$ cat src/rtl/core/sfwu_pkg.sv
// shared types, codes and field widths of the semaphore fifo wait unit
// no dependencies
package sfwu_pkg;

    localparam int DEF_NUM_SEMS    = 16;
    localparam int DEF_QUEUE_DEPTH = 16;

    localparam int SEM_ID_W  = 4;
    localparam int PROC_W    = 8;
    localparam int STATUS_W  = 3;
    localparam int S_TDATA_W = 16;  // sem_id + proc_id, padded to bytes
    localparam int M_TUSER_W = 4;   // status + woken_valid

    typedef enum logic {
        OP_WAIT   = 1'b0,
        OP_SIGNAL = 1'b1
    } op_t;

    typedef enum logic [STATUS_W-1:0] {
        ST_GRANTED = 3'd0,
        ST_BLOCKED = 3'd1,
        ST_FREED   = 3'd2,
        ST_HANDED  = 3'd3,
        ST_FULL    = 3'd4
    } status_t;

endpackage

$ cat src/rtl/core/sfwu_state_ram.sv
// per-semaphore state memory: {locked, head, count}, registered read
// entries never written read as zero through per-entry valid bits; uses sfwu_pkg
module sfwu_state_ram
    import sfwu_pkg::*;
#(
    parameter int NUM_SEMS = DEF_NUM_SEMS,
    parameter int WIDTH    = 10
) (
    input  logic                        aclk,
    input  logic                        aresetn,
    input  logic                        rd_en,
    input  logic [$clog2(NUM_SEMS)-1:0] rd_addr,
    output logic [WIDTH-1:0]            rd_data,
    input  logic                        wr_en,
    input  logic [$clog2(NUM_SEMS)-1:0] wr_addr,
    input  logic [WIDTH-1:0]            wr_data
);

    logic [WIDTH-1:0]    mem [NUM_SEMS];
    logic [NUM_SEMS-1:0] valid_reg;
    logic [WIDTH-1:0]    rd_data_reg;

    always_ff @(posedge aclk) begin
        if (!aresetn) begin
            valid_reg <= '0;
        end else if (wr_en) begin
            valid_reg[wr_addr] <= 1'b1;
        end
    end

    always_ff @(posedge aclk) begin
        if (wr_en) begin
            mem[wr_addr] <= wr_data;
        end
    end

    // old data on a same-edge collision; the caller forwards
    always_ff @(posedge aclk) begin
        if (rd_en) begin
            rd_data_reg <= valid_reg[rd_addr] ? mem[rd_addr] : '0;
        end
    end

    assign rd_data = rd_data_reg;

endmodule

$ cat src/rtl/core/sfwu_waiter_ram.sv
// waiter id store, one row of slots per semaphore, registered read
// uses sfwu_pkg for the process id width
module sfwu_waiter_ram
    import sfwu_pkg::*;
#(
    parameter int DEPTH  = 256,
    parameter int ADDR_W = 8
) (
    input  logic              aclk,
    input  logic              rd_en,
    input  logic [ADDR_W-1:0] rd_addr,
    output logic [PROC_W-1:0] rd_data,
    input  logic              wr_en,
    input  logic [ADDR_W-1:0] wr_addr,
    input  logic [PROC_W-1:0] wr_data
);

    logic [PROC_W-1:0] mem [DEPTH];
    logic [PROC_W-1:0] rd_data_reg;

    always_ff @(posedge aclk) begin
        if (wr_en) begin
            mem[wr_addr] <= wr_data;
        end
    end

    always_ff @(posedge aclk) begin
        if (rd_en) begin
            rd_data_reg <= mem[rd_addr];
        end
    end

    assign rd_data = rd_data_reg;

endmodule

$ cat src/rtl/core/semaphore_fifo_wait_unit_top.sv
// top level of the semaphore fifo wait unit: request pipeline, state and waiter memories
// depends on sfwu_pkg, sfwu_state_ram and sfwu_waiter_ram
// a request accepted is held in stage 1 for its state read, then registered in the output stage
// throughput: one request per cycle while m_tready holds; a stalled result stalls intake
// the state memory read-modify-write loop sets the rate, with forwarding
// reset: synchronous active-low aresetn clears pipeline valids and all semaphore valid bits,
// so every semaphore reads unlocked with an empty queue; no clearing pass is needed
module semaphore_fifo_wait_unit_top
    import sfwu_pkg::*;
#(
    parameter int NUM_SEMS    = DEF_NUM_SEMS,
    parameter int QUEUE_DEPTH = DEF_QUEUE_DEPTH
) (
    input  logic                 aclk,
    input  logic                 aresetn,
    // request channel
    input  logic                 s_tvalid,
    output logic                 s_tready,
    input  logic [S_TDATA_W-1:0] s_tdata,   // [3:0] sem_id, [11:4] proc_id, [15:12] zero
    input  logic                 s_tuser,   // [0] op
    // result channel
    output logic                 m_tvalid,
    input  logic                 m_tready,
    output logic [PROC_W-1:0]    m_tdata,   // [7:0] woken_proc
    output logic [M_TUSER_W-1:0] m_tuser    // [2:0] status, [3] woken_valid
);

    localparam int SEM_W  = $clog2(NUM_SEMS);
    localparam int QW     = $clog2(QUEUE_DEPTH);       // queue slot position
    localparam int CW     = $clog2(QUEUE_DEPTH + 1);   // waiter count, 0..depth
    localparam int SUMW   = CW + 1;                    // head + count before wrap
    localparam int SW     = 1 + QW + CW;               // state word {locked, head, count}
    localparam int WT_AW  = SEM_W + QW;
    localparam int WT_DEP = NUM_SEMS * (2 ** QW);
    localparam int N_IDS  = 2 ** SEM_ID_W;

    // sem_id folded into range, as a constant lookup
    logic [SEM_W-1:0] sem_map [N_IDS];
    for (genvar i = 0; i < N_IDS; i++) begin : g_sem_map
        assign sem_map[i] = SEM_W'(i % NUM_SEMS);
    end

    // handshake and pipeline advance: everything moves together
    logic advance;
    logic accept;

    // stage 1: request waiting on its state read
    logic              s1_valid_reg, s1_valid_next;
    op_t               s1_op_reg;
    logic [SEM_W-1:0]  s1_sem_reg;
    logic [PROC_W-1:0] s1_proc_reg;

    // forwarding of the state write that lands on the same edge as a read
    logic              fwd_valid_reg, fwd_valid_next;
    logic [SEM_W-1:0]  fwd_sem_reg;
    logic [SW-1:0]     fwd_data_reg;

    // output stage; woken_proc comes straight from the waiter read register
    logic              out_valid_reg, out_valid_next;
    status_t           out_status_reg, status_next;
    logic              out_woken_reg, woken_next;

    // memory ports
    logic [SW-1:0]     st_rd_data;
    logic [SW-1:0]     st_wr_data;
    logic              st_wr_en;
    logic [PROC_W-1:0] wt_rd_data;
    logic              wt_wr_en;
    logic [QW-1:0]     wt_rd_pos;
    logic [QW-1:0]     wt_wr_pos;

    // current state of the addressed semaphore
    logic [SW-1:0]     cur_state;
    logic              cur_locked;
    logic [QW-1:0]     cur_head;
    logic [CW-1:0]     cur_count;
    logic [SUMW-1:0]   tail_sum;
    logic [QW-1:0]     tail_pos;
    logic [QW-1:0]     head_inc;
    logic              q_full;
    logic              new_locked;
    logic [QW-1:0]     new_head;
    logic [CW-1:0]     new_count;
    logic              enqueue;

    assign advance  = !out_valid_reg || m_tready;
    assign s_tready = advance;
    assign accept   = s_tvalid && advance;

    sfwu_state_ram #(
        .NUM_SEMS (NUM_SEMS),
        .WIDTH    (SW)
    ) u_state_ram (
        .aclk    (aclk),
        .aresetn (aresetn),
        .rd_en   (accept),
        .rd_addr (sem_map[s_tdata[SEM_ID_W-1:0]]),
        .rd_data (st_rd_data),
        .wr_en   (st_wr_en),
        .wr_addr (s1_sem_reg),
        .wr_data (st_wr_data)
    );

    sfwu_waiter_ram #(
        .DEPTH  (WT_DEP),
        .ADDR_W (WT_AW)
    ) u_waiter_ram (
        .aclk    (aclk),
        .rd_en   (advance),
        .rd_addr ({s1_sem_reg, wt_rd_pos}),
        .rd_data (wt_rd_data),
        .wr_en   (wt_wr_en),
        .wr_addr ({s1_sem_reg, wt_wr_pos}),
        .wr_data (s1_proc_reg)
    );

    // pick up the write that the memory read missed
    assign cur_state = (fwd_valid_reg && (fwd_sem_reg == s1_sem_reg)) ? fwd_data_reg
                                                                       : st_rd_data;
    assign cur_locked = cur_state[SW-1];
    assign cur_head   = cur_state[CW +: QW];
    assign cur_count  = cur_state[CW-1:0];

    // ring arithmetic on slot positions; the sum stays below twice the depth
    assign tail_sum = SUMW'(cur_head) + SUMW'(cur_count);
    assign tail_pos = (tail_sum >= SUMW'(QUEUE_DEPTH)) ? QW'(tail_sum - SUMW'(QUEUE_DEPTH))
                                                       : QW'(tail_sum);
    assign head_inc = (cur_head == QW'(QUEUE_DEPTH - 1)) ? '0 : cur_head + 1'b1;
    assign q_full   = (cur_count == CW'(QUEUE_DEPTH));

    always_comb begin
        new_locked  = cur_locked;
        new_head    = cur_head;
        new_count   = cur_count;
        enqueue     = 1'b0;
        woken_next  = 1'b0;
        status_next = ST_GRANTED;
        unique case (s1_op_reg)
            OP_WAIT: begin
                if (!cur_locked) begin
                    new_locked  = 1'b1;
                    status_next = ST_GRANTED;
                end else if (q_full) begin
                    status_next = ST_FULL;
                end else begin
                    enqueue     = 1'b1;
                    new_count   = cur_count + 1'b1;
                    status_next = ST_BLOCKED;
                end
            end
            OP_SIGNAL: begin
                if (cur_count == '0) begin
                    new_locked  = 1'b0;
                    status_next = ST_FREED;
                end else begin
                    // ownership passes to the oldest waiter
                    new_locked  = 1'b1;
                    new_head    = head_inc;
                    new_count   = cur_count - 1'b1;
                    woken_next  = 1'b1;
                    status_next = ST_HANDED;
                end
            end
            default: begin
                status_next = ST_GRANTED;
            end
        endcase
    end

    assign st_wr_data = {new_locked, new_head, new_count};
    assign st_wr_en   = s1_valid_reg && advance;
    assign wt_wr_en   = st_wr_en && enqueue;
    assign wt_wr_pos  = tail_pos;
    assign wt_rd_pos  = cur_head;

    // control next values; all hold while the output is stalled
    always_comb begin
        s1_valid_next  = s1_valid_reg;
        fwd_valid_next = fwd_valid_reg;
        out_valid_next = out_valid_reg;
        if (advance) begin
            s1_valid_next  = accept;
            fwd_valid_next = s1_valid_reg;
            out_valid_next = s1_valid_reg;
        end
    end

    always_ff @(posedge aclk) begin
        if (!aresetn) begin
            s1_valid_reg  <= 1'b0;
            fwd_valid_reg <= 1'b0;
            out_valid_reg <= 1'b0;
        end else begin
            s1_valid_reg  <= s1_valid_next;
            fwd_valid_reg <= fwd_valid_next;
            out_valid_reg <= out_valid_next;
        end
    end

    // payload registers
    always_ff @(posedge aclk) begin
        if (accept) begin
            s1_op_reg   <= op_t'(s_tuser);
            s1_sem_reg  <= sem_map[s_tdata[SEM_ID_W-1:0]];
            s1_proc_reg <= s_tdata[SEM_ID_W +: PROC_W];
        end
        if (advance) begin
            fwd_sem_reg    <= s1_sem_reg;
            fwd_data_reg   <= st_wr_data;
            out_status_reg <= status_next;
            out_woken_reg  <= woken_next;
        end
    end

    assign m_tvalid = out_valid_reg;
    assign m_tdata  = out_woken_reg ? wt_rd_data : '0;
    assign m_tuser  = {out_woken_reg, out_status_reg};

endmodule

$ cat config.mk
export PLATFORM = sky130hd
export DESIGN_NAME = semaphore_fifo_wait_unit_top
export DESIGN_NICKNAME = d
export VERILOG_FILES = /design/src/rtl/core/sfwu_pkg.sv /design/src/rtl/core/sfwu_state_ram.sv /design/src/rtl/core/sfwu_waiter_ram.sv /design/src/rtl/core/semaphore_fifo_wait_unit_top.sv
export SDC_FILE = /design/constraint.sdc
export NUM_CORES = 2
export LEC_CHECK = 0
export BUFFER_PORTS_ARGS = -buffer_cell sky130_fd_sc_hd__buf_2
export CELL_PAD_IN_SITES_DETAIL_PLACEMENT = 2
export CELL_PAD_IN_SITES_GLOBAL_PLACEMENT = 2
export CORE_MARGIN = 2
export CORE_UTILIZATION = 36
export CTS_CLUSTER_SIZE = 25
export DETAILED_ROUTE_END_ITERATION = 8
export GPL_ROUTABILITY_DRIVEN = 0
export PLACE_DENSITY = 0.63
export SYNTH_ARGS = -nofsm -noshare
export SYNTH_HDL_FRONTEND = slang
export SYNTH_SLANG_ARGS = --single-unit
$ cat constraint.sdc
create_clock -name aclk -period 5.2 [get_ports aclk]
set_input_delay 1.04 -clock aclk [delete_from_list [all_inputs] [get_ports aclk]]
set_output_delay 1.04 -clock aclk [all_outputs]
set_load 0.005 [all_outputs]
==> results_dict.tcl <==
set metrics [dict create \
    status "finished, final reports clean" \
    dp_hpwl_mm 211.5 \
    ys_ff_latch 2275 \
    swShare 0.2504 \
    finalSetupTns_ns 0 \
    die_h_um 505.2 \
    cts_tree "built" \
    grt_pass1_vias 61983 \
    drv_slew 0 \
    hold_slack_ns 0.3317 \
    finalCriticalPeriod_ns 4.830 \
    ir_worst_vdd_uv 310.9 \
    slew_headroom 0.09013 \
    cts_hold_buf 0 \
    htree_levels 4 \
    ant_nets 0 \
    vias 58703 \
    drt-total-wl_mm 345.0 \
    clock-root-buffer "clkbuf_16" \
    syn-num-nets 6086 \
    critPathCaptureType "flip-flop" \
    cts_sinks 2275 \
    hold_viol 0 \
    worst_slew_pin_slew_ns 1.355 \
    p_leak_nw 35.13 \
    port_buffers 30 \
    register_area_mm2 0.06814 \
    stdcell_area_mm2 0.1054 \
    cap_violations 0 \
    setup_viol 0 \
    ios 35 \
    fp-row-count 184 \
    power_density_mw_per_mm2 386.3 \
    wl_per_cell_um 34.48 \
    vias_per_cell 5.867 \
    avgSynthCellArea_um2 14.93 \
    dieArea_mm2 0.2553 \
    worstSkewPairLatency_ns 0.89 \
    synth_warnings 0 \
    internal_power_mw 30.51 \
    gr-total-overflow 0 \
    grt_max_degree 200 \
    startpoint_type "flip-flop" \
    clkTransAtPathRegs_ns 0.06 \
    synthCells 6060 \
    clock_skew_ns 0.07458 \
    core_mm2 0.2507 \
    cp_max_fo 25 \
    fin_nets 6464 \
    critPathArrivalTime_ns 5.36 \
    grt_antenna_before_repair 25 \
    cts_setup_buffers 0 \
    path_class "reg2reg" \
    clk_path_buf_depth 3 \
    drt_iter0_markers 6442 \
    grt_pass1_wl_mm 483.5 \
    multi_input_area_mm2 0.02050 \
    combPwrFrac 0.087 \
    synth_cell_types 87 \
    place_area_mm2 0.09777 \
    syn_to_final_growth_pct 16.49 \
    ctsResizeCount 0 \
    drive_gt1_frac 0.1526 \
    switchingPower_mw 10.19 \
    synthesis.area_mm2 0.09045 \
    start_util 0.3608 \
    cts_buffers 241 \
    die_w_um 505.2 \
    max_freq_ghz 0.2070 \
    clkPwrFrac 0.413 \
    nFillCells 24272 \
    largest_register_ffs 2048 \
    crit_required_ns 5.73 \
    rsz0062_at_grt "no" \
    hold_path.class "in2reg" \
    ys.flop_type "edfxtp_1" \
    synth_enable_flop_cells 2257 \
    async_flop_share 0 \
    drcViolationCount 0 \
    total_power_mw 40.70 \
    fin_crit_sh 0.9289 \
    first_pass_iters 5 \
    postLayoutCoreUtil 0.4202 \
    regToRegSetupSlack_ns 0.37 \
    grt_usage 0.2652 \
    seqPwrFrac 0.500 \
    synth_seq_area_share 0.7533 \
]
==> final cells by class <==
type | count | area share
multi-input combinational | 3350 | 0.1946
tap | 3348 | 0.03976
timing repair buffer | 558 | 0.04655
clock buffer | 308 | 0.06023
clock inverter | 140 | 0.01135
antenna | 14 | 0.0003325
sequential | 2275 | 0.6467
inverter | 12 | 0.0004988
==> through the flow <==
| stage | setup slack, ns | instances |
|---|---|---|
| 2_1_floorplan | 0.9019 | 6060 |
| 3_3_place_gp | 0.4798 | 9543 |
| 3_5_place_dp | 0.4429 | 9543 |
| 4_1_cts | 0.4484 | 9991 |
| 5_1_grt | 0.2473 | 9992 |
| 6_report | 0.3697 | 10005 |
==> path summary, 6_finish.rpt <==
| check | start | to | cells past startpoint |
|---|---|---|---|
| max reg2reg | s1_sem_reg[3] | u_waiter_ram.mem[11][7] | 16 |
| min | s_tdata[4] | s1_proc_reg[0] | 1 |
| min reg2reg | u_state_ram.valid_reg[8] | u_state_ram.valid_reg[8] | 1 |
| max | s1_sem_reg[3] | u_waiter_ram.mem[11][7] | 16 |
==> cell usage after synthesis, types with 44 or more instances <==
library cell  instances  share of area
nand2_1            1124          0.047
o21ai_0              51         0.0028
a211oi_1            188          0.016
clkbuf_1            159         0.0066
nor2_1              309          0.013
nand3_1             304          0.017
a32oi_1             158          0.015
mux2i_1             288          0.032
nand4_1              72         0.0050
and3_1              195          0.013
a311oi_1             44         0.0043
mux4_2               54          0.013
a21oi_1              76         0.0042
buf_2               193          0.011
edfxtp_1           2257           0.75
a31oi_1             118         0.0082
==> per-layer routing <==
layer / routed length (µm) / GRT usage
met1: 145200 / 0.3593
met2: 165700 / 0.4357
met3: 22210 / 0.03921
met4: 11820 / 0.09190
met5: 91 / 0
==> worst max-delay path, cell delays in order, from the launching register on <==
cell and delay (ns):
edfxtp_1 0.41, xnor2_1 0.17, and3_1 0.25, buf_4 0.21, a21oi_4 0.22, nor2_8 0.08, inv_8 0.24, ha_1 0.23
inv_1 0.05, a211oi_1 0.26, a221oi_2 0.13, xnor2_1 0.64, and2b_1 0.35, nand3_2 0.31, buf_12 0.32, nor2_1 0.30
buf_4 0.25
==> cells in the final DEF, fill, tap and decap left out, types with 15 or more instances in the layout <==
cell       Yosys  final
clkbuf_16      0    244
o21a_1        21     21
mux2i_1      288    286
nand4_1       72     72
nand3_1      304    300
nor4_1        22     22
clkinv_2       0     44
a32oi_1      158    158
a21boi_0      15     15
buf_4         22    466
a21oi_1       76     75
o221ai_1      20     20
a221oi_1      19     19
bufinv_16      0     15
buf_12         0     63
a311oi_1      44     43
and3_1       195    195
o21ai_0       51     51
nand2_1     1124   1106
nor3_1        18     18
clkbuf_1     159     64
clkinv_1       0     63
a31oi_1      118    118
mux4_2        54     54
dfxtp_1       18     18
nor2_1       309    302
edfxtp_1    2257   2257
buf_2        193     29
a211oi_1     188    188
and2_1        19     16
==> kinds of logic after synthesis <==
kind of cell | after synthesis | share of synthesized area
AOI/OAI and AO/OA | 855 | 0.07155
DFF | 2275 | 0.7533
and+or+nand+nor | 2118 | 0.1032
adders and majority gates | 5 | 0.0006917
buffers and inverters | 435 | 0.02247
muxes | 354 | 0.04696
xor gates and xnor gates | 18 | 0.001826
==> power groups by stage <==
stage,registers [mW],logic [mW],clock network (mW)
CTS,20.3,3.51,17.1
global placement,20.7,3.41,0
detailed placement,20.7,3.49,0
global route,20.3,3.65,17.7
floorplan,20.9,1.50,0
finish,20.3,3.53,16.8
No activity file was read; power rests on OpenSTA's default activity.
